### config.mk
export PLATFORM = sky130hd
export DESIGN_NAME = psc_front
export DESIGN_NICKNAME = d
export VERILOG_FILES = /design/src/rtl/core/phase_shifter_calibration_defines.svh /design/src/rtl/core/psc_pkg.sv /design/src/rtl/core/psc_front.sv
export SDC_FILE = /design/constraint.sdc
export NUM_CORES = 1
export LEC_CHECK = 0
export BUFFER_PORTS_ARGS = -buffer_cell sky130_fd_sc_hd__buf_2
export CAP_MARGIN = 40
export CORE_AREA = 2 2 118 108
export DETAILED_ROUTE_END_ITERATION = 8
export DIE_AREA = 0 0 120 110
export PLACE_DENSITY = 0.82
export SYNTH_ARGS = -nofsm -noshare
export SYNTH_HDL_FRONTEND = slang
export SYNTH_SLANG_ARGS = --single-unit
export TNS_END_PERCENT = 5
### constraint.sdc
create_clock -name clk_i -period 9.86 [get_ports clk_i]
set_input_delay 0 -clock clk_i [delete_from_list [all_inputs] [get_ports clk_i]]
set_output_delay 0 -clock clk_i [all_outputs]
set_load 0.02 [all_outputs]
### src/rtl/core/phase_shifter_calibration_defines.svh
// ----------------------------------------------------------------------------
// Phase shifter calibration assertion macros
// Shared concurrent assertion wrappers clocked on clk_i and disabled in reset.
// ----------------------------------------------------------------------------
`ifndef PHASE_SHIFTER_CALIBRATION_DEFINES_SVH
`define PHASE_SHIFTER_CALIBRATION_DEFINES_SVH

// Property that must hold at every clock edge outside reset.
`define PSC_ASSERT(lbl, prop, msg) \
  lbl: assert property (@(posedge clk_i) disable iff (!rst_ni) (prop)) else $error(msg);

// Condition that must never be seen outside reset.
`define PSC_ASSERT_NEVER(lbl, cond, msg) \
  lbl: assert property (@(posedge clk_i) disable iff (!rst_ni) !(cond)) else $error(msg);

`endif

### src/rtl/core/psc_pkg.sv
// ----------------------------------------------------------------------------
// Phase shifter calibration package
// Sizes, codes and shared types of the calibration block.
// ----------------------------------------------------------------------------
`timescale 1ns / 1ps

package psc_pkg;

  // Table sizes.
  localparam int CHANNELS    = 64;
  localparam int SETS        = 8;
  localparam int BREAKPOINTS = 32;
  localparam int MAP_SIZE    = 512;
  localparam int STRETCH_MAX = 8;
  localparam int ROW_LEN     = STRETCH_MAX + 1;

  // Derived widths.
  localparam int CH_AW     = (CHANNELS > 1) ? $clog2(CHANNELS) : 1;
  localparam int SET_IW    = (SETS > 1) ? $clog2(SETS) : 1;
  localparam int BPT_DEPTH = 2 * SETS * BREAKPOINTS;
  localparam int BPT_AW    = $clog2(BPT_DEPTH);
  localparam int BP_IW     = $clog2(BREAKPOINTS);
  localparam int BP_CW     = $clog2(BREAKPOINTS + 1);
  localparam int MAP_DEPTH = SETS * MAP_SIZE;
  localparam int MAP_AW    = $clog2(MAP_DEPTH);
  localparam int MAP_IW    = $clog2(MAP_SIZE);
  localparam int MAP_CW    = $clog2(MAP_SIZE + 1);
  localparam int ST_DEPTH  = SETS * CHANNELS * ROW_LEN;
  localparam int ST_AW     = $clog2(ST_DEPTH);
  localparam int ROW_IW    = $clog2(ROW_LEN);
  localparam int ROW_CW    = $clog2(ROW_LEN + 1);
  localparam int SI_W      = (BP_CW > ROW_CW) ? BP_CW : ROW_CW;

  // Fixed field widths.
  localparam int OP_W   = 3;
  localparam int VAL_W  = 16;
  localparam int ATT_W  = 17;
  localparam int PH_W   = 32;
  localparam int STAT_W = 3;
  localparam int SUM_W  = 18;
  localparam int DVD_W  = 34;
  localparam int DVS_W  = 17;
  localparam int IN_TW  = 88;
  localparam int OUT_TW = 56;
  localparam int CFG_IW = 2;
  localparam int CFG_DW = 4;

  // Input queue.
  localparam int QDEPTH = 2;
  localparam int QPW    = $clog2(QDEPTH);
  localparam int QCW    = $clog2(QDEPTH + 1);

  typedef enum logic [OP_W-1:0] {
    OP_PROC    = 3'd0,
    OP_CHAN    = 3'd1,
    OP_ATT     = 3'd2,
    OP_PHASE   = 3'd3,
    OP_MAP     = 3'd4,
    OP_STRETCH = 3'd5
  } op_e;

  typedef enum logic [STAT_W-1:0] {
    ST_OK        = 3'd0,
    ST_NO_ATT    = 3'd1,
    ST_MAP_EMPTY = 3'd2,
    ST_SPAN_ZERO = 3'd3,
    ST_IGNORED   = 3'd4
  } status_e;

  typedef enum logic [CFG_IW-1:0] {
    CFG_ATT_EN  = 2'd0,
    CFG_PH_EN   = 2'd1,
    CFG_STRETCH = 2'd2
  } cfg_e;

  // One classified item as it waits in the queue.
  typedef struct packed {
    logic [OP_W-1:0]         op;
    logic [5:0]              channel;
    logic [2:0]              set_idx;
    logic [8:0]              entry;
    logic signed [VAL_W-1:0] att;
    logic signed [VAL_W-1:0] phase;
    logic signed [VAL_W-1:0] val_a;
    logic signed [VAL_W-1:0] val_b;
    logic                    bad;
  } item_t;

  typedef struct packed {
    logic             start;
    logic [DVD_W-1:0] dividend;
    logic [DVS_W-1:0] divisor;
  } div_req_t;

  typedef struct packed {
    logic             done;
    logic [DVD_W-1:0] quo;
    logic [DVS_W-1:0] rem;
  } div_rsp_t;

endpackage

### src/rtl/core/psc_front.sv
// ----------------------------------------------------------------------------
// Calibration front end
// Accepts input transfers, checks their ranges and queues them for the back end.
// ----------------------------------------------------------------------------
`timescale 1ns / 1ps

module psc_front import psc_pkg::*; (
  input  logic             clk_i,
  input  logic             rst_ni,
  input  logic             s_axis_tvalid,
  output logic             s_axis_tready,
  // channel, set_index, entry_index, att_value, phase_value, value_a, value_b
  input  logic [IN_TW-1:0] s_axis_tdata,
  // op
  input  logic [OP_W-1:0]  s_axis_tuser,
  output item_t            head_o,
  output logic             head_vld_o,
  input  logic             pop_i
);

  item_t           in_item;
  logic            push;
  item_t           fifo_q [QDEPTH];
  logic [QPW-1:0]  wr_ptr_q, rd_ptr_q;
  logic [QCW-1:0]  cnt_q;

  // Unpack the transfer.
  always_comb begin
    in_item.op      = s_axis_tuser;
    in_item.channel = s_axis_tdata[5:0];
    in_item.set_idx = s_axis_tdata[8:6];
    in_item.entry   = s_axis_tdata[17:9];
    in_item.att     = $signed(s_axis_tdata[33:18]);
    in_item.phase   = $signed(s_axis_tdata[49:34]);
    in_item.val_a   = $signed(s_axis_tdata[65:50]);
    in_item.val_b   = $signed(s_axis_tdata[81:66]);
    in_item.bad     = 1'b1;
    case (s_axis_tuser)
      OP_PROC:    in_item.bad = int'(in_item.channel) >= CHANNELS;
      OP_CHAN:    in_item.bad = int'(in_item.set_idx) >= SETS ||
                                int'(in_item.channel) >= CHANNELS;
      OP_ATT,
      OP_PHASE:   in_item.bad = int'(in_item.set_idx) >= SETS ||
                                int'(in_item.entry) >= BREAKPOINTS;
      OP_MAP:     in_item.bad = int'(in_item.set_idx) >= SETS ||
                                int'(in_item.entry) >= MAP_SIZE;
      OP_STRETCH: in_item.bad = int'(in_item.set_idx) >= SETS ||
                                int'(in_item.channel) >= CHANNELS ||
                                int'(in_item.entry) >= ROW_LEN;
      default:    in_item.bad = 1'b1;
    endcase
  end

  assign s_axis_tready = int'(cnt_q) < QDEPTH;
  assign push          = s_axis_tvalid && s_axis_tready;
  assign head_o        = fifo_q[rd_ptr_q];
  assign head_vld_o    = cnt_q != '0;

  // Queue pointers and fill level.
  always_ff @(posedge clk_i or negedge rst_ni) begin
    if (!rst_ni) begin
      wr_ptr_q <= '0;
      rd_ptr_q <= '0;
      cnt_q    <= '0;
    end else begin
      if (push) begin
        wr_ptr_q <= (int'(wr_ptr_q) == QDEPTH - 1) ? '0 : wr_ptr_q + 1'b1;
      end
      if (pop_i) begin
        rd_ptr_q <= (int'(rd_ptr_q) == QDEPTH - 1) ? '0 : rd_ptr_q + 1'b1;
      end
      if (push && !pop_i) begin
        cnt_q <= cnt_q + 1'b1;
      end else if (!push && pop_i) begin
        cnt_q <= cnt_q - 1'b1;
      end
    end
  end

  // Queue storage.
  always_ff @(posedge clk_i) begin
    if (push) begin
      fifo_q[wr_ptr_q] <= in_item;
    end
  end

endmodule

==> results_dict.tcl, run 1 <==
set metrics [dict create \
    netlist_top_cells_area "edfxtp_1 (80%), mux2_2 (15%), dfrtp_1 (1.6%)" \
    endpoints_failing_hold 0 \
    synthTopCellsByCount "edfxtp_1 (172), mux2_2 (84), buf_2 (6), buf_6 (4), dfrtp_1 (4)" \
    num-nets-final 664 \
    port-buffer-count 176 \
    std_cell_rows 38 \
    pre_cts_slack_ns 7.209 \
    cts_tree "built" \
    clock_sink_count 176 \
    cts_buffers 17 \
    final_core_utilization_pct 76.10 \
    syn-mean-instance-area_um2 22.16 \
    worst_slack_ns 7.260 \
    floorplan.die_area_mm2 0.01320 \
    insertedDiodeCount 0 \
    setup_viol_count_final 0 \
    run_status "finished, final reports clean" \
    cp-end-kind "flop" \
    postCtsResizedCells 0 \
    power.share.clock_pct 29.2 \
    worstPathArrival_ns 2.65 \
    fin_worst_skew_ns 0.009564 \
    cts_max_level 4 \
    boundary_pin_count 183 \
    antenna_found_initial 0 \
    share_comb_of_total_power_pct 29.8 \
    globalRouteOverflowTotal 0 \
    worst-slew-pin-transition_ns 0.7461 \
    gr_usage_total_pct 20.19 \
    largest_net_degree_at_the_start_of_global_routing 57 \
    hold_slack_ns 0.03098 \
    worstSetupPathType "flop to flop" \
    coreArea_mm2 0.01193 \
    route.met2.wl_um 7085 \
    wirelength_um 13280 \
    die_height_um 110 \
    area.growth.synth_to_final_pct 40.85 \
    worstSetupStartpointType "flop" \
    post_synthesis_instance_area_mm2 0.006447 \
    clkLatencyLatePin_ns 0.42 \
    cell_with_the_most_instances_after_synthesis "edfxtp_1" \
    worst_setup_hold_path_clk_slew_ns 0.07 \
    power.static_leakage_nw 3.443 \
    design_area_mm2 0.009081 \
    synth_top_area_cell "edfxtp_1" \
    detail_route.first_pass.iterations 5 \
    detail_route.vias_per_cell 4.974 \
    gp_routability_congestion 0.7132 \
    critical_path.max_fanout 48 \
    synth_sequential_area_ratio_pct 81.66 \
    max-cap-violations 0 \
    drt-met1-wl_um 5267 \
    switching_power_w 0.0007690 \
    total_negative_slack_ns 0 \
    yosysUniqueCellTypes 19 \
    critical_path_required_ns 9.91 \
    power_frac_seq_pct 41.0 \
    synth_warnings 0 \
    power_density_mw_per_mm2 280.2 \
    grt_first_pass_wirelength_um 19600 \
    post_synth_arst_share_pct 2.273 \
    synth.net_count 387 \
    rsz_0062_raised_after_global_routing "no" \
    netlist.area_leader.share_pct 80.11 \
    number_of_enable_type_register_cells_in_the_synthesized_netlist 172 \
    vias_in_the_first_global_route 3834 \
    drive_gt1_share_pct 51.90 \
    fin_crit_sh_pct 26.37 \
    post-route-min-period_ns 2.600 \
    fmax_mhz 384.7 \
    post-dp-hpwl_um 7501 \
    drtAntennaViolNets 0 \
    placed_cell_area_mm2 0.007537 \
    peakVddDrop_v 0.0002444 \
    met3WireLength_um 777 \
    clock_path_buffers 2 \
    final_max_slew_viol_count 0 \
    die_w_um 120 \
    postSynth.topFlopCell "edfxtp_1" \
    remaining_drc_errors 0 \
    start_util_pct 54.03 \
    ys_seq_elements 176 \
    routed.top_layer "met4" \
    net_sw_share_pct 30.22 \
    p_int_w 0.001775 \
    drt_iter0_drc 239 \
    layout_fillers 651 \
    min-delay-path-class "primary input to flop" \
    clock_tree.root_cell "clkbuf_16" \
    detail_routed_net_length_per_standard_cell_um 17.95 \
    synthCells 291 \
    route.vias.total 3681 \
    maxSlewHeadroom_pct 50.15 \
]
-- state kept, by name (all words and copies together) (netlist names) --
signal and flops:
fifo_q 172, rd_ptr_q 1, wr_ptr_q 1, cnt_q 2
-- critical path, stage by stage (launching register included) --
cell     delay (ns)
dfrtp_1        0.40
nor2b_1        0.30
nor2b_4        0.70
buf_16         0.23
buf_4          0.53
-- path summary, 6_finish.rpt --
path	slack [ns]	start	depth (start not counted)	endpoint
max	7.26	cnt_q[1]	4	fifo_q[0][71]
min	0.03	s_axis_tvalid	3	wr_ptr_q
max reg2reg	7.26	cnt_q[1]	4	fifo_q[0][71]
min reg2reg	0.55	wr_ptr_q	1	wr_ptr_q
max in group asynchronous	9.21	rst_ni	3	rd_ptr_q
min in group asynchronous	0.46	rst_ni	3	wr_ptr_q
-- area by class of cell --
| class | instances | area, um^2 | share of cell area (%) |
|---|---|---|---|
| Clock buffer | 17 | 425.4 | 4.684 |
| Clock inverter | 14 | 237.7 | 2.618 |
| Inverter | 2 | 7.507 | 0.08267 |
| Multi-Input combinational cell | 103 | 1110 | 12.22 |
| Sequential cell | 176 | 5269 | 58.02 |
| Tap cell | 160 | 200.2 | 2.204 |
| Timing Repair Buffer | 268 | 1832 | 20.17 |
-- layer usage --
layer | GRT usage (%) | vias to the layer above
li1 | - | 1712
met1 | 22.47 | 1822
met2 | 36.49 | 134
met3 | 6.327 | 13
met4 | 8.067 | 0
met5 | 0 | -
-- power by group through the flow --
stage	sequential (W)	clock, W	combinational, W
after floorplan	0.00103	0	0.000533
after global placement	0.00109	0	0.000658
after detailed placement	0.00106	0	0.000725
after CTS	0.00104	0.000749	0.000759
after global routing	0.00106	0.000784	0.000801
final	0.00104	0.000743	0.000758
-- cells in the final DEF, fill, tap and decap left out, drive strengths merged --
master,n
a21oi,1
and2,1
buf,180
bufinv,6
clkbuf,17
clkinv,5
clkinvlp,1
dfrtp,4
dlygate4sd3,88
edfxtp,172
ha,1
inv,4
mux2,86
nor2,2
nor2b,2
nor3,1
nor4,1
o31a,1
or2,1
or4,1
xnor2,2
xor2,3
-- stage by stage --
stage / power [W] / cells
floorplan: 0.001564 / 291
global placement: 0.001748 / 619
detailed placement: 0.001784 / 621
CTS: 0.002552 / 740
global route: 0.002641 / 740
finish: 0.002544 / 740
-- logic make-up (layout without fill, tap and decap cells) --
group / after synthesis / count (layout) / synth area share [%]
mux: 86 / 86 / 15.02
simple gates: 9 / 9 / 0.9509
xor+xnor: 5 / 5 / 0.6793
compound gates: 2 / 2 / 0.2134
flops: 176 / 176 / 81.66
fa+ha+maj: 1 / 1 / 0.1940
buf+inv: 12 / 301 / 1.281
-- repair_timing --
item / in CTS / in global routing
buffers inserted: 0 / 0
endpoints found under the hold margin: 175 / 0
hold buffers: 88 / 0
Power figures use the tool's default switching activity.
==> run 2: changes to the inputs <==
Settings changed: CORE_AREA 2 2 118 108 to 2 2 121 111, DIE_AREA 0 0 120 110 to 0 0 123 113, PLACE_DENSITY 0.82 to 0.79.
Clock period 9.86 ns to 2.4 ns, I/O delays scaled along.
==> run 2 against run 1 <==
Effect of this change: critical endpoint is now head_o[40]; non-clock buffer count is 2 higher; critical path type is now flop to output pin; design area fell by 1.2%; wire length is 3.8% lower; final cell count up 0.68%.
==> results_dict.tcl, run 2 (same netlist as run 1, synthesis figures left out) <==
set metrics [dict create \
    run_status "finished, final reports clean" \
    fin_worst_skew_ns 0.008691 \
    power.share.clock_pct 25.5 \
    worst_r2r_startpoint "cnt_q[1]" \
    max-cap-violations 0 \
    cts_setup_buffers 0 \
    power_density_mw_per_mm2 1104 \
    fmax_mhz 486.2 \
    mostFrequentLayoutCells "buf_2 (176), edfxtp_1 (172), dlygate4sd3_1 (88)" \
    start_util_pct 51.21 \
    critical_path_required_ns 2.40 \
    final_max_slew_viol_count 0 \
    gp_routability_congestion 0.7144 \
    maxSlewHeadroom_pct 63.65 \
    share_comb_of_total_power_pct 31.3 \
    detail_route.first_pass.iterations 4 \
    wirelength_um 12780 \
    cp-end-kind "output pin" \
    globalRouteOverflowTotal 0 \
    clock_path_buffers 2 \
    largest_net_degree_at_the_start_of_global_routing 50 \
    endpoints_failing_hold 0 \
    pre_cts_slack_ns 0.5962 \
    detail_routed_net_length_per_standard_cell_um 17.15 \
    setup.reg_to_reg.worst_slack_ns 0.57 \
    min-delay-path-class "primary input to flop" \
    gr_usage_total_pct 19.14 \
    worstPathArrival_ns 2.06 \
    remaining_drc_errors 0 \
    setup_viol_count_final 0 \
    clock_tree.root_cell "clkbuf_16" \
    clkLatencyLatePin_ns 0.42 \
    placed_cell_area_mm2 0.007555 \
    worst-slew-pin-transition_ns 0.5452 \
    std_cell_rows 39 \
    largest_reg_flops 172 \
    reg.largest.list "fifo_q x172, cnt_q x2" \
    power_frac_seq_pct 43.1 \
    cts_tree "built" \
    post_cts_hold_buffer_count 88 \
    switching_power_w 0.003056 \
    cts_buffers 17 \
    antenna_found_initial 0 \
    worstSetupStartpointType "flop" \
    largest-register "fifo_q" \
    route.vias.total 3671 \
    port-buffer-count 176 \
    design_area_mm2 0.008970 \
    net_sw_share_pct 30.85 \
    min_from "s_axis_tvalid" \
    fin_crit_sh_pct 85.70 \
    drive_gt1_share_pct 50.77 \
    critical_path.max_fanout 31 \
    worst_slack_ns 0.3433 \
    floorplan.die_area_mm2 0.01390 \
    detail_route.vias_per_cell 4.928 \
    worst_setup_hold_path_clk_slew_ns 0.06 \
    drt_iter0_drc 275 \
    power.static_leakage_nw 3.385 \
    crit_start "rd_ptr_q" \
    drtAntennaViolNets 0 \
    boundary_pin_count 183 \
    vias_in_the_first_global_route 3942 \
    insertedDiodeCount 0 \
    worstSetupPathType "flop to output pin" \
    post-route-min-period_ns 2.057 \
    peakVddDrop_v 0.0007218 \
    post-dp-hpwl_um 7500 \
    coreArea_mm2 0.01259 \
    clock_sink_count 176 \
    hold_slack_ns 0.03081 \
    mostFrequentLayoutCell "buf_2" \
    area.growth.synth_to_final_pct 39.12 \
    num-nets-final 666 \
    rsz_0062_raised_after_global_routing "no" \
    grt_first_pass_wirelength_um 19510 \
    die_height_um 113 \
    p_int_w 0.006851 \
    die_w_um 123 \
    cts_max_level 4 \
    postCtsResizedCells 0 \
]
## run 2: area by class of cell
cell class                 instances  area (um^2)
multi-input combinational        103         1110
fill                             809         3620
tap                              164        205.2
sequential                       176         5269
clock inverter                     9        93.84
inverter                           2        7.507
timing repair buffer             270         1844
clock buffer                      21        440.4
## run 2: through the flow
stage / TNS, ns / power, W / instances / utilization (%)
after floorplan: -60.06 / 0.006400 / 291 / -
after global placement: 0 / 0.007252 / 627 / 60.01
after detailed placement: 0 / 0.007326 / 627 / 60.01
after CTS: 0 / 0.009968 / 745 / 71.25
after global routing: 0 / 0.01034 / 745 / 71.25
final: 0 / 0.009906 / 745 / 71.25
## run 2: power groups by stage
stage | logic [W] | clock network [W] | registers, W
after floorplan | 0.00219 | 0 | 0.00421
after global placement | 0.00296 | 0 | 0.00429
after detailed placement | 0.00299 | 0 | 0.00433
after CTS | 0.00312 | 0.00257 | 0.00428
after global routing | 0.00331 | 0.00271 | 0.00433
final | 0.00310 | 0.00253 | 0.00427
## run 2: final timing paths
check	to	cells after the start
worst min register to register	cnt_q[0]	1
worst max-delay path	head_o[40]	3
worst min-delay path	wr_ptr_q	3
min in group asynchronous	rd_ptr_q	3
max in group asynchronous	rd_ptr_q	3
worst max register to register	fifo_q[1][85]	3
## run 2: worst max-delay path, stage by stage (launching register included)
cell and delay (ns):
dfrtp_4 0.71, buf_4 0.36, mux2_2 0.38, buf_2 0.16
## run 2: per-layer routing
layer,wire [um],vias to the layer above,GRT usage (%)
met5,0,-,0
met4,281,0,7.879
met3,763,24,6.351
met2,6686,151,33.85
met1,5047,1788,21.08
li1,-,1708,-
