`config.mk`:
```
export PLATFORM = sky130hd
export DESIGN_NAME = psc_div
export DESIGN_NICKNAME = d
export VERILOG_FILES = /design/src/rtl/core/phase_shifter_calibration_defines.svh /design/src/rtl/core/psc_pkg.sv /design/src/rtl/core/psc_div.sv
export SDC_FILE = /design/constraint.sdc
export NUM_CORES = 1
export LEC_CHECK = 0
export ABC_AREA = 1
export CAP_MARGIN = 20
export CORE_ASPECT_RATIO = 1.2
export CORE_MARGIN = 2
export CORE_UTILIZATION = 24
export CTS_BUF_LIST = sky130_fd_sc_hd__clkbuf_4
export DETAILED_ROUTE_END_ITERATION = 10
export DONT_BUFFER_PORTS = 1
export PLACE_DENSITY = 0.37
export SYNTH_ARGS = -nofsm -noshare
export SYNTH_HDL_FRONTEND = slang
export SYNTH_SLANG_ARGS = --single-unit
```
`constraint.sdc`:
```
create_clock -name clk_i -period 5.55 [get_ports clk_i]
set_clock_uncertainty 0.2 [all_clocks]
set_input_delay 0.555 -clock clk_i [delete_from_list [all_inputs] [get_ports clk_i]]
set_output_delay 0.555 -clock clk_i [all_outputs]
set_load 0.1 [all_outputs]
```
`src/rtl/core/phase_shifter_calibration_defines.svh`:
```
// ----------------------------------------------------------------------------
// Phase shifter calibration assertion macros
// Shared concurrent assertion wrappers clocked on clk_i and disabled in reset.
// ----------------------------------------------------------------------------
`ifndef PHASE_SHIFTER_CALIBRATION_DEFINES_SVH
`define PHASE_SHIFTER_CALIBRATION_DEFINES_SVH

// Property that must hold at every clock edge outside reset.
`define PSC_ASSERT(lbl, prop, msg) \
  lbl: assert property (@(posedge clk_i) disable iff (!rst_ni) (prop)) else $error(msg);

// Condition that must never be seen outside reset.
`define PSC_ASSERT_NEVER(lbl, cond, msg) \
  lbl: assert property (@(posedge clk_i) disable iff (!rst_ni) !(cond)) else $error(msg);

`endif

```
`src/rtl/core/psc_pkg.sv`:
```
// ----------------------------------------------------------------------------
// Phase shifter calibration package
// Sizes, codes and shared types of the calibration block.
// ----------------------------------------------------------------------------
`timescale 1ns / 1ps

package psc_pkg;

  // Table sizes.
  localparam int CHANNELS    = 64;
  localparam int SETS        = 8;
  localparam int BREAKPOINTS = 32;
  localparam int MAP_SIZE    = 512;
  localparam int STRETCH_MAX = 8;
  localparam int ROW_LEN     = STRETCH_MAX + 1;

  // Derived widths.
  localparam int CH_AW     = (CHANNELS > 1) ? $clog2(CHANNELS) : 1;
  localparam int SET_IW    = (SETS > 1) ? $clog2(SETS) : 1;
  localparam int BPT_DEPTH = 2 * SETS * BREAKPOINTS;
  localparam int BPT_AW    = $clog2(BPT_DEPTH);
  localparam int BP_IW     = $clog2(BREAKPOINTS);
  localparam int BP_CW     = $clog2(BREAKPOINTS + 1);
  localparam int MAP_DEPTH = SETS * MAP_SIZE;
  localparam int MAP_AW    = $clog2(MAP_DEPTH);
  localparam int MAP_IW    = $clog2(MAP_SIZE);
  localparam int MAP_CW    = $clog2(MAP_SIZE + 1);
  localparam int ST_DEPTH  = SETS * CHANNELS * ROW_LEN;
  localparam int ST_AW     = $clog2(ST_DEPTH);
  localparam int ROW_IW    = $clog2(ROW_LEN);
  localparam int ROW_CW    = $clog2(ROW_LEN + 1);
  localparam int SI_W      = (BP_CW > ROW_CW) ? BP_CW : ROW_CW;

  // Fixed field widths.
  localparam int OP_W   = 3;
  localparam int VAL_W  = 16;
  localparam int ATT_W  = 17;
  localparam int PH_W   = 32;
  localparam int STAT_W = 3;
  localparam int SUM_W  = 18;
  localparam int DVD_W  = 34;
  localparam int DVS_W  = 17;
  localparam int IN_TW  = 88;
  localparam int OUT_TW = 56;
  localparam int CFG_IW = 2;
  localparam int CFG_DW = 4;

  // Input queue.
  localparam int QDEPTH = 2;
  localparam int QPW    = $clog2(QDEPTH);
  localparam int QCW    = $clog2(QDEPTH + 1);

  typedef enum logic [OP_W-1:0] {
    OP_PROC    = 3'd0,
    OP_CHAN    = 3'd1,
    OP_ATT     = 3'd2,
    OP_PHASE   = 3'd3,
    OP_MAP     = 3'd4,
    OP_STRETCH = 3'd5
  } op_e;

  typedef enum logic [STAT_W-1:0] {
    ST_OK        = 3'd0,
    ST_NO_ATT    = 3'd1,
    ST_MAP_EMPTY = 3'd2,
    ST_SPAN_ZERO = 3'd3,
    ST_IGNORED   = 3'd4
  } status_e;

  typedef enum logic [CFG_IW-1:0] {
    CFG_ATT_EN  = 2'd0,
    CFG_PH_EN   = 2'd1,
    CFG_STRETCH = 2'd2
  } cfg_e;

  // One classified item as it waits in the queue.
  typedef struct packed {
    logic [OP_W-1:0]         op;
    logic [5:0]              channel;
    logic [2:0]              set_idx;
    logic [8:0]              entry;
    logic signed [VAL_W-1:0] att;
    logic signed [VAL_W-1:0] phase;
    logic signed [VAL_W-1:0] val_a;
    logic signed [VAL_W-1:0] val_b;
    logic                    bad;
  } item_t;

  typedef struct packed {
    logic             start;
    logic [DVD_W-1:0] dividend;
    logic [DVS_W-1:0] divisor;
  } div_req_t;

  typedef struct packed {
    logic             done;
    logic [DVD_W-1:0] quo;
    logic [DVS_W-1:0] rem;
  } div_rsp_t;

endpackage

```
`src/rtl/core/psc_div.sv`:
```
// ----------------------------------------------------------------------------
// Calibration divider
// Restoring unsigned divider, one quotient bit per cycle.
// ----------------------------------------------------------------------------
`timescale 1ns / 1ps

module psc_div import psc_pkg::*; (
  input  logic     clk_i,
  input  logic     rst_ni,
  input  div_req_t req_i,
  output div_rsp_t rsp_o
);

  localparam int CntW = $clog2(DVD_W + 1);

  logic             busy_q, done_q;
  logic [CntW-1:0]  cnt_q;
  logic [DVD_W-1:0] quo_q;
  logic [DVS_W-1:0] rem_q, dvs_q;
  logic [DVS_W:0]   shifted;
  logic [DVS_W+1:0] diff;
  logic             ge;

  // One trial subtraction.
  assign shifted = {rem_q, quo_q[DVD_W-1]};
  assign diff    = {1'b0, shifted} - {2'b00, dvs_q};
  assign ge      = !diff[DVS_W+1];

  always_ff @(posedge clk_i or negedge rst_ni) begin
    if (!rst_ni) begin
      busy_q <= 1'b0;
      done_q <= 1'b0;
      cnt_q  <= '0;
    end else begin
      done_q <= 1'b0;
      if (req_i.start) begin
        busy_q <= 1'b1;
        cnt_q  <= '0;
      end else if (busy_q) begin
        cnt_q <= cnt_q + 1'b1;
        if (int'(cnt_q) == DVD_W - 1) begin
          busy_q <= 1'b0;
          done_q <= 1'b1;
        end
      end
    end
  end

  always_ff @(posedge clk_i) begin
    if (req_i.start) begin
      quo_q <= req_i.dividend;
      rem_q <= '0;
      dvs_q <= req_i.divisor;
    end else if (busy_q) begin
      quo_q <= {quo_q[DVD_W-2:0], ge};
      rem_q <= ge ? diff[DVS_W-1:0] : shifted[DVS_W-1:0];
    end
  end

  assign rsp_o.done = done_q;
  assign rsp_o.quo  = quo_q;
  assign rsp_o.rem  = rem_q;

endmodule

```
==> results of run 1 <==
-- where the power goes --
| group | internal, mW | total [mW] | switching, mW |
|---|---|---|---|
| clock | 0.138 | 0.366 | 0.228 |
| sequential | 0.691 | 1.21 | 0.520 |
| combinational | 0.295 | 0.813 | 0.518 |
-- registers in the layout, indices dropped and copies added (netlist names) --
name and count:
rem_q 17, dvs_q 17, busy_q 1, quo_q 34, done_q 1, cnt_q 6
-- kinds of logic after synthesis --
kind of cell    share of synthesized area
simple gates                       0.3230
buf+inv                           0.09146
compound gates                    0.03394
flops                              0.4763
xor+xnor                          0.01611
fa+ha+maj                         0.05925
-- stage by stage --
stage | instance area (sq um) | instances | worst slack (ns) | hold slack, ns | util
detailed placement | 4569 | 764 | 2.172 | 0.05962 | 0.2590
CTS | 4912 | 799 | 2.122 | 0.005810 | 0.2785
global route | 4949 | 803 | 1.873 | 0.01688 | 0.2805
finish | 4949 | 803 | 2.150 | 0.06087 | 0.2805
floorplan | 4350 | 553 | 2.873 | 0.05941 | -
global placement | 4569 | 764 | 2.273 | 0.05961 | 0.2590
-- timing repair --
item                                   in CTS  in global routing
endpoints found under the hold margin      44                  0
hold buffers                               19                  0
gates resized for setup                     0                  0
-- path summary, 6_finish.rpt --
path                                         end  depth (start not counted)                    from
max                        rem_q[0]$_SDFFE_PP0P_                         10  rem_q[11]$_SDFFE_PP0P_
min                          quo_q[25]$_DFFE_PP_                          2               req_i[42]
max reg2reg                rem_q[0]$_SDFFE_PP0P_                         10  rem_q[11]$_SDFFE_PP0P_
min reg2reg                 cnt_q[3]$_DFFE_PN0P_                          1    cnt_q[3]$_DFFE_PN0P_
max in group asynchronous   cnt_q[5]$_DFFE_PN0P_                          1                  rst_ni
min in group asynchronous   cnt_q[4]$_DFFE_PN0P_                          1                  rst_ni
-- layer usage --
layer,GRT usage,vias to the layer above,wire (microns)
li1,-,1801,-
met5,0,-,0
met4,0.06538,0,292
met3,0.04881,16,889
met1,0.1462,1589,5064
met2,0.2185,106,5868
-- worst max-delay path: cells and delay by family, from the launching register on --
kind            cells  cell delay (ns)
fa+ha+maj           1             0.44
buf+inv             1             0.04
simple gates        6             0.88
compound gates      2             0.69
flops               1             1.04
-- final cells by class --
| cell class | instances | share of cell area |
|---|---|---|
| Sequential cell | 76 | 0.4187 |
| Tap cell | 220 | 0.05563 |
| Clock buffer | 9 | 0.01365 |
| Inverter | 77 | 0.05841 |
| Antenna cell | 2 | 0.001011 |
| Clock inverter | 7 | 0.01517 |
| Timing Repair Buffer | 28 | 0.05740 |
| Multi-Input combinational cell | 384 | 0.3800 |
-- Yosys cell counts (all sizes together) --
master	count	share of area
a21oi	14	0.018
a31oi	1	0.0014
and2	4	0.0058
buf	11	0.021
clkbuf	5	0.0043
dfrtp	8	0.046
dfxtp	17	0.078
edfxtp	51	0.35
fa	1	0.0046
ha	19	0.055
inv	77	0.066
nand2	237	0.21
nand3	49	0.061
nand3b	6	0.011
nand4	6	0.0086
nor2	23	0.022
nor3	3	0.0060
o21ai	10	0.012
o22ai	1	0.0014
o31ai	1	0.0017
or2	1	0.0014
xnor2	6	0.012
xor2	2	0.0040
==> results.ini, run 1 <==
[place]
dpl.hpwl_microns = 8596
placement.io_buffers = 0
place_congestion = 0.8239

[critical_path]
start_kind = flop
worstPathCellList = ha_1 -> nand2_2 -> inv_1 -> nand2_1 -> nand3_1 -> a21oi_2 -> nand2_2 -> nand2_1 -> nand3_1 -> o21ai_0
end_kind = flop
critPathMaxStageDelay_ns = 1.04
worstPathArrival_ns = 3.57
required_ns = 5.72
crit_path_top_delay_cell = dfxtp_1
cp_max_fo = 16
rrSetupSlack_ns = 2.15
critical_path_class = reg2reg

[clock_network]
clockBufferDepth = 2
cts_tree = yes
numCtsBuffers = 9
clock_sinks = 76
path_clk_slew_ns = 0.14
cts-root-buf = clkbuf_4
cts_setup_buffers = 0
htreeDepth = 3
clk_latency_ns = 0.47

[drt]
dr.pass1.iters = 4
drtIter0Drc = 118
wire_per_inst_microns = 15.09
viasPerCell = 4.374
routed_wl_microns = 12120
drc = 0
ant_nets = 0
vias = 3512

[finish]
multi_input_area_sq_mm = 0.001881
area_growth_pct = 13.75
final_cell_mix = 232 x nand2_1, 77 x inv_1, 51 x edfxtp_1, 45 x nand3_1, 22 x nor2_1
fin_nets = 650
final_common_cell = nand2_1
ff_latch_area_sq_mm = 0.002072
num-fill-cells = 1960
layout-drive-gt1-share = 0.06885

[status]
outcome = complete, no violations

[floorplan]
fp.dieW_microns = 126.9
start_util = 0.2466
dieHeight_microns = 151.5
core-area_sq_mm = 0.01764
num_rows = 53
die_area_sq_mm = 0.01922
boundaryPins = 106

[timing]
rsz0062_at_grt = no
slew_headroom = 0.2631
finalMaxSlewViolations = 0
period_minus_slack_ns = 3.400
tightest_slew_ns = 1.104
hold_violations = 0
finalSetupViolations = 0
fmaxAchievable_mhz = 294.1
fin_crit_sh = 0.6126
tns_ns = 0

[power]
fin_total_pwr_mw = 2.390
vdd_drop_max_uv = 140.8
leakagePower_nw = 2.441
p_per_area_mw_per_mm2 = 483.1

[worst_hold_path]
hp-class = in2reg

[yosys]
netlist_instances = 553
syn_avg_cell_area_sq_um = 7.867
yosysWarnings = 0
synth_cell_types = 33
synthesis.nets = 627
synth-seq-cells = 76
syn_area_sq_mm = 0.004350
synth_seq_area_share = 0.4763

[global_route]
grt_first_pass_wirelength_microns = 18890
grt_overflow = 0
antenna_found_initial = 1
grtUsageTotal = 0.1304
grt_pass1_vias = 3513
grt_max_degree = 42

[flow_run]
cap_violations = 0

(Power assumes the default switching activity.)
==> run 2, diff against run 1 <==
--- a/config.mk
+++ b/config.mk
@@ -5,7 +5,7 @@
 export SDC_FILE = /design/constraint.sdc
 export NUM_CORES = 1
 export LEC_CHECK = 0
-export ABC_AREA = 1
+export ABC_AREA = 0
 export CAP_MARGIN = 20
 export CORE_ASPECT_RATIO = 1.2
 export CORE_MARGIN = 2
@@ -13,7 +13,7 @@
 export CTS_BUF_LIST = sky130_fd_sc_hd__clkbuf_4
 export DETAILED_ROUTE_END_ITERATION = 10
 export DONT_BUFFER_PORTS = 1
-export PLACE_DENSITY = 0.37
+export PLACE_DENSITY = 0.38
 export SYNTH_ARGS = -nofsm -noshare
 export SYNTH_HDL_FRONTEND = slang
 export SYNTH_SLANG_ARGS = --single-unit
==> constraint.sdc (replaced) <==
create_clock -name clk_i -period 2.87 [get_ports clk_i]
set_clock_uncertainty 0.2 [all_clocks]
set_input_delay 0.287 -clock clk_i [delete_from_list [all_inputs] [get_ports clk_i]]
set_output_delay 0.287 -clock clk_i [all_outputs]
set_load 0.1 [all_outputs]
==> results.ini, run 2 <==
[status]
outcome = complete, no violations

[drt]
drc = 0  ; unchanged
routed_wl_microns = 10420  ; -14%
dr.pass1.iters = 4  ; unchanged
viasPerCell = 4.594  ; +5.0%
wire_per_inst_microns = 16.46  ; +9.1%
ant_nets = 0  ; unchanged
drtIter0Drc = 178  ; +51%
vias = 2908  ; -17%

[flow_run]
cap_violations = 0  ; unchanged

[critical_path]
worstPathCellList = inv_1 -> ha_1 -> inv_1 -> fa_2 -> a211oi_2 -> o21ai_2 -> a31oi_1 -> o21ai_2 -> mux2_2
worstPathArrival_ns = 2.71  ; -0.86 ns
rrSetupSlack_ns = 0.18  ; -1.97 ns
crit_cells = 9  ; -1
rr_worst_depth = 9  ; -1
reg2reg_to = quo_q[0]$_DFFE_PP_
critPathMaxStageDelay_ns = 0.40  ; -0.64 ns
crit_path_top_delay_cell = edfxtp_1
critical_path_class = reg2reg
path_buf_inv = 2  ; +1
setup.worst_path.start = quo_q[33]$_DFFE_PP_
required_ns = 2.89  ; -2.83 ns
start_kind = flop
r2r_start = quo_q[33]$_DFFE_PP_
cp_max_fo = 13  ; -3
crit_family = compound AO/OA/AOI/OAI gates
crit_path_end = quo_q[0]$_DFFE_PP_
end_kind = flop

[power]
p_per_area_mw_per_mm2 = 605.5  ; +25%
vdd_drop_max_uv = 265.6  ; +89%
leakagePower_nw = 2.038  ; -17%

[clock_network]
htreeDepth = 3  ; unchanged
path_clk_slew_ns = 0.13  ; about the same
clock_sinks = 76  ; unchanged
clk_latency_ns = 0.46  ; about the same
cts_tree = yes
cts-root-buf = clkbuf_4
clockBufferDepth = 2  ; unchanged
cts_setup_buffers = 0  ; unchanged
numCtsBuffers = 9  ; unchanged

[timing]
fin_crit_sh = 0.9375  ; +0.3249
holdWs_ns = 0.05134  ; -0.009539 ns
fmaxAchievable_mhz = 371.7  ; +26%
period_minus_slack_ns = 2.691  ; -0.7095 ns
finalMaxSlewViolations = 0  ; unchanged
finalSetupViolations = 0  ; unchanged
hold_violations = 0  ; unchanged
tns_ns = 0  ; unchanged
rsz0062_at_grt = no
slew_headroom = 0.3531  ; +0.08993
fin_ws_ns = 0.1794  ; -1.970 ns
tightest_slew_ns = 0.9704  ; -0.1334 ns

[yosys]
synth-seq-cells = 76  ; unchanged
synth_ff_type = edfxtp_1
ys_top_cells_by_area = edfxtp_1 38%, mux2_2 9.6%, dfxtp_1 8.5%
async_flop_share = 0.1053  ; unchanged
yosysMostFrequentCell = edfxtp_1
syn_area_sq_mm = 0.003984  ; -8.4%
synth-edff-count = 51  ; unchanged
yosysWarnings = 0  ; unchanged
synth_cell_types = 53  ; +61%
yosys.area.top_type = edfxtp_1
synth_common_cells = 51 x edfxtp_1, 34 x mux2_2, 28 x nand2_1, 21 x inv_1, 19 x ha_1
syn_avg_cell_area_sq_um = 11.79  ; +50%
yosys.area.top_type_share = 0.3844  ; +0.03239
netlist_instances = 338  ; -39%
synth_seq_area_share = 0.5201  ; +0.04383
synthesis.nets = 412  ; -34%

[floorplan]
dieHeight_microns = 145.1  ; -4.2%
start_util = 0.2448  ; -0.001802
num_rows = 51  ; -3.8%
fp.dieW_microns = 121.6  ; -4.2%
boundaryPins = 106  ; unchanged
die_area_sq_mm = 0.01765  ; -8.2%
core-area_sq_mm = 0.01627  ; -7.8%

[global_route]
grt_overflow = 0  ; unchanged
antenna_found_initial = 1  ; unchanged
globalRouteMet1Util = 0.1436  ; -0.002652
grt_pass1_vias = 3082  ; -12%
grtUsageMet3 = 0.05189  ; +0.003081
grtUsageTotal = 0.1244  ; -0.006077
grt_max_degree = 66  ; +57%
global_route.peak_usage_layer = met2
grt_first_pass_wirelength_microns = 16660  ; -12%
globalRouteMet2Util = 0.1980  ; -0.02051

[finish]
area_growth_pct = 28.33
fin_area_sq_mm = 0.005112  ; +3.3%
layout-drive-gt1-share = 0.2357  ; +0.1669
final_cell_mix = 55 x dlygate4sd3_1, 51 x edfxtp_1, 34 x mux2_2, 28 x nand2_1, 27 x buf_4
top_register = quo_q
largest_reg_flops = 34  ; unchanged
fin_nets = 490  ; -25%
stdcell_count = 633  ; -21%
final_common_cell = dlygate4sd3_1
reg_top3 = quo_q: 34 flops, dvs_q: 17 flops, rem_q: 17 flops

[worst_hold_path]
hp-class = in2reg

[place]
placement.io_buffers = 0  ; unchanged
dp.cells = 561  ; -27%
place_congestion = 0.8209  ; -0.36%
pre_cts_ws_ns = 0.1923  ; -1.979 ns
placed_area_sq_mm = 0.004370  ; -4.4%
dpl.hpwl_microns = 7051  ; -18%

==> run 2: cell families after synthesis <==
kind of cell	after synthesis	synth area share
flip-flops	76	0.5201
multiplexers	36	0.1011
AO/OA/AOI/OAI	70	0.1328
adder cells (fa/ha/maj)	20	0.06470
AND/OR/NAND/NOR	81	0.09768
buffers and inverters	37	0.04397
XOR/XNOR	18	0.03958
==> run 2: worst min path at each step <==
| stage | startpoint | endpoint | slack [ns] | cells after the start |
|---|---|---|---|---|
| 2_1_floorplan | rst_ni | busy_q$_DFF_PN0_ | -0.21 | 0 |
| 3_3_place_gp | rst_ni | cnt_q[3]$_DFFE_PN0P_ | -0.21 | 0 |
| 3_5_place_dp | rst_ni | cnt_q[3]$_DFFE_PN0P_ | -0.21 | 0 |
| 4_1_cts | req_i[51] | rem_q[7]$_SDFFE_PP0P_ | 0.02 | 2 |
| 5_1_grt | req_i[51] | rem_q[10]$_SDFFE_PP0P_ | 0.04 | 2 |
| 6_report | req_i[51] | rem_q[10]$_SDFFE_PP0P_ | 0.05 | 2 |
==> run 2: worst reg2reg max path, cell delays in order (launching register included) <==
cell	delay, ns
edfxtp_1	0.40
inv_1	0.08
ha_1	0.16
inv_1	0.06
fa_2	0.37
a211oi_2	0.25
o21ai_2	0.11
a31oi_1	0.23
o21ai_2	0.27
mux2_2	0.34
==> run 2: cell type report <==
cell class / count / area, sq um
clock inverter: 6 / 88.84
fill: 1659 / 11160
inverter: 21 / 78.83
timing repair buffer: 83 / 780.7
clock buffer: 9 / 67.56
multi-input combinational: 225 / 1753
antenna: 1 / 2.502
tap: 212 / 265.3
sequential: 76 / 2076
==> run 2: repair_timing <==
action                                 CTS  global route
setup endpoints to repair                0             2
endpoints found under the hold margin   90             0
hold buffers                            56             0
resized for setup                        0             1
==> run 2: metrics by stage <==
| stage | power, mW | utilization |
|---|---|---|
| after floorplan | 2.147 | - |
| after global placement | 2.263 | 0.2686 |
| after detailed placement | 2.259 | 0.2686 |
| after CTS | 3.137 | 0.3137 |
| after global routing | 3.242 | 0.3142 |
| final | 3.096 | 0.3142 |
==> run 2: layer usage <==
metal,part of all wire,up-vias
met3,0.085,14
li1,-,1402
met2,0.47,112
met1,0.42,1380
met5,0,-
met4,0.020,0
==> run 2: where the power goes <==
group	switching [mW]	leakage [nW]	total, mW	internal, mW
clock network	0.428	0.0784	0.777	0.349
registers	0.415	0.772	1.69	1.27
logic	0.383	1.19	0.632	0.249
==> run 3, diff against run 2 <==
--- a/config.mk
+++ b/config.mk
@@ -9,11 +9,12 @@
 export CAP_MARGIN = 20
 export CORE_ASPECT_RATIO = 1.2
 export CORE_MARGIN = 2
-export CORE_UTILIZATION = 24
+export CORE_UTILIZATION = 51
 export CTS_BUF_LIST = sky130_fd_sc_hd__clkbuf_4
 export DETAILED_ROUTE_END_ITERATION = 10
 export DONT_BUFFER_PORTS = 1
-export PLACE_DENSITY = 0.38
+export PLACE_DENSITY = 0.69
+export SLEW_MARGIN = 20
 export SYNTH_ARGS = -nofsm -noshare
 export SYNTH_HDL_FRONTEND = slang
 export SYNTH_SLANG_ARGS = --single-unit
==> results.ini, run 3 (synthesis gave the netlist of run 2 again) <==
[timing]
period_minus_slack_ns = 2.637  ; -0.05385 ns
fin_ws_ns = 0.2332  ; +0.05385 ns
finalSetupViolations = 0  ; unchanged
fin_crit_sh = 0.9187  ; -0.01876
holdWs_ns = 0.02751  ; -0.02383 ns
fmaxAchievable_mhz = 379.3  ; +2.0%
hold_violations = 0  ; unchanged
rsz0062_at_grt = no
tightest_slew_ns = 0.9480  ; -0.02246 ns
slew_headroom = 0.3680  ; +0.01497
tns_ns = 0  ; unchanged
finalMaxSlewViolations = 0  ; unchanged

[finish]
post-route-util = 0.6463  ; +0.3321
final_common_cell = dlygate4sd3_1
fin_nets = 488  ; -0.41%
area_growth_pct = 23.62
stdcell_count = 511  ; -19%
largest_reg_flops = 34  ; unchanged
reg_top3 = quo_q: 34 flops, dvs_q: 17 flops, rem_q: 17 flops
top_register = quo_q
final_cell_mix = 54 x dlygate4sd3_1, 51 x edfxtp_1, 34 x mux2_2, 28 x nand2_1, 25 x buf_4
layout-drive-gt1-share = 0.2363  ; +0.0005626
fin_area_sq_mm = 0.004925  ; -3.7%
n_antenna_cell = 0  ; -1

[global_route]
grtUsageTotal = 0.2209  ; +0.09656
grt_first_pass_wirelength_microns = 14640  ; -12%
antenna_found_initial = 0  ; -1
grt_max_degree = 67  ; +1.5%
grt_pass1_vias = 2988  ; -3.0%
grt_overflow = 0  ; unchanged

[clock_network]
htreeDepth = 3  ; unchanged
numCtsBuffers = 9  ; unchanged
cts_tree = yes
clockBufferDepth = 2  ; unchanged
clock_sinks = 76  ; unchanged
clk_latency_ns = 0.43  ; -0.03 ns
cts-root-buf = clkbuf_4
path_clk_slew_ns = 0.13  ; about the same

[floorplan]
start_util = 0.5228  ; +0.2780
dieHeight_microns = 100.8  ; -31%
fp.dieW_microns = 84.68  ; -30%
core-area_sq_mm = 0.007620  ; -53%
boundaryPins = 106  ; unchanged
num_rows = 35  ; -31%
die_area_sq_mm = 0.008537  ; -52%

[drt]
wire_per_inst_microns = 17.42  ; +5.8%
dr.pass1.iters = 4  ; unchanged
drtIter0Drc = 132  ; -26%
vias = 2893  ; -0.52%
viasPerCell = 5.661  ; +23%
routed_wl_microns = 8902  ; -15%
drc = 0  ; unchanged
drt-met1-wl_microns = 3539  ; -19%
dr_wl_met2_microns = 4414  ; -11%
ant_nets = 0  ; unchanged
topRoutingLayerUsed = met4
wl_met3_microns = 740  ; -17%

[critical_path]
worstPathArrival_ns = 2.77  ; +0.06 ns
start_kind = flop
required_ns = 3.01  ; +0.12 ns
end_kind = flop
critical_path_class = reg2reg
cp_max_fo = 14  ; +1

[place]
dp.cells = 438  ; -22%
placed_area_sq_mm = 0.004210  ; -3.7%
placement.io_buffers = 0  ; unchanged
place_congestion = 0.8512  ; +3.7%
pre_cts_ws_ns = 0.1557  ; -0.03660 ns
dpl.hpwl_microns = 5834  ; -17%

[flow_run]
cap_violations = 0  ; unchanged

[power]
vdd_drop_max_uv = 402.4  ; +52%
fin_total_pwr_mw = 2.916  ; -5.8%
leakagePower_nw = 2.021  ; -0.83%
p_per_area_mw_per_mm2 = 592.2  ; -2.2%

[worst_hold_path]
hp-class = in2reg

[status]
outcome = complete, no violations

## run 3: changes by cell type in the layout (fill, tap and decap cells not counted)
cell	previous run	this run
buf_12	0	1
clkinv_2	1	0
dlygate4sd3_1	55	54
clkinv_4	0	2
o21a_1	1	0
clkinv_1	0	1
clkinvlp_4	2	1
buf_4	27	25
inv_8	0	1
inv_6	1	2
diode_2	1	0
bufinv_16	2	0
o21a_2	0	1
## run 3: final cells by class
type / instances / area (sq um)
fillers: 635 / 2695
flip-flops and latches: 76 / 2076
multi-input cells: 225 / 1754
repair buffers: 81 / 775.7
well taps: 92 / 115.1
inverters: 21 / 78.83
clock buffers: 9 / 67.56
clock inverters: 7 / 57.56
## run 3: worst paths after layout
| check | startpoint | depth (start not counted) | endpoint | slack, ns |
|---|---|---|---|---|
| setup / recovery | quo_q[33]$_DFFE_PP_ | 11 | rem_q[5]$_SDFFE_PP0P_ | 0.23 |
| hold / removal | req_i[51] | 2 | cnt_q[3]$_DFFE_PN0P_ | 0.03 |
| setup reg to reg | quo_q[33]$_DFFE_PP_ | 11 | rem_q[5]$_SDFFE_PP0P_ | 0.23 |
| hold reg to reg | cnt_q[5]$_DFFE_PN0P_ | 2 | cnt_q[5]$_DFFE_PN0P_ | 0.37 |
| max in group asynchronous | rst_ni | 2 | busy_q$_DFF_PN0_ | 1.67 |
| min in group asynchronous | rst_ni | 2 | cnt_q[2]$_DFFE_PN0P_ | 0.53 |
## run 3: power by group
group          switching (mW)  internal, mW  total [mW]
Combinational           0.370         0.252       0.623
Sequential              0.416          1.27        1.69
Clock                   0.416         0.190       0.606
Total                    1.20          1.71        2.92
## run 3: what timing repair did
| action | in CTS | in global routing |
|---|---|---|
| hold buffers | 55 | 0 |
| setup buffers | 0 | 2 |
| endpoints found under the hold margin | 94 | 0 |
| endpoints found under the setup margin | 0 | 7 |
| gates resized for setup | 0 | 2 |
## run 3: routing by layer
layer | GRT usage | up-vias
met5 | 0 | -
met4 | 0.09280 | 0
met2 | 0.3628 | 116
met3 | 0.07289 | 18
li1 | - | 1402
met1 | 0.2677 | 1357
## run 3: critical path: stages (launching register included)
cell and delay (ns):
edfxtp_1 0.41, inv_1 0.09, ha_1 0.15, inv_1 0.06
fa_2 0.37, a211oi_2 0.25, o21ai_2 0.10, a31oi_1 0.21
o21a_2 0.24, buf_12 0.15, nand2_2 0.06, a311oi_2 0.25
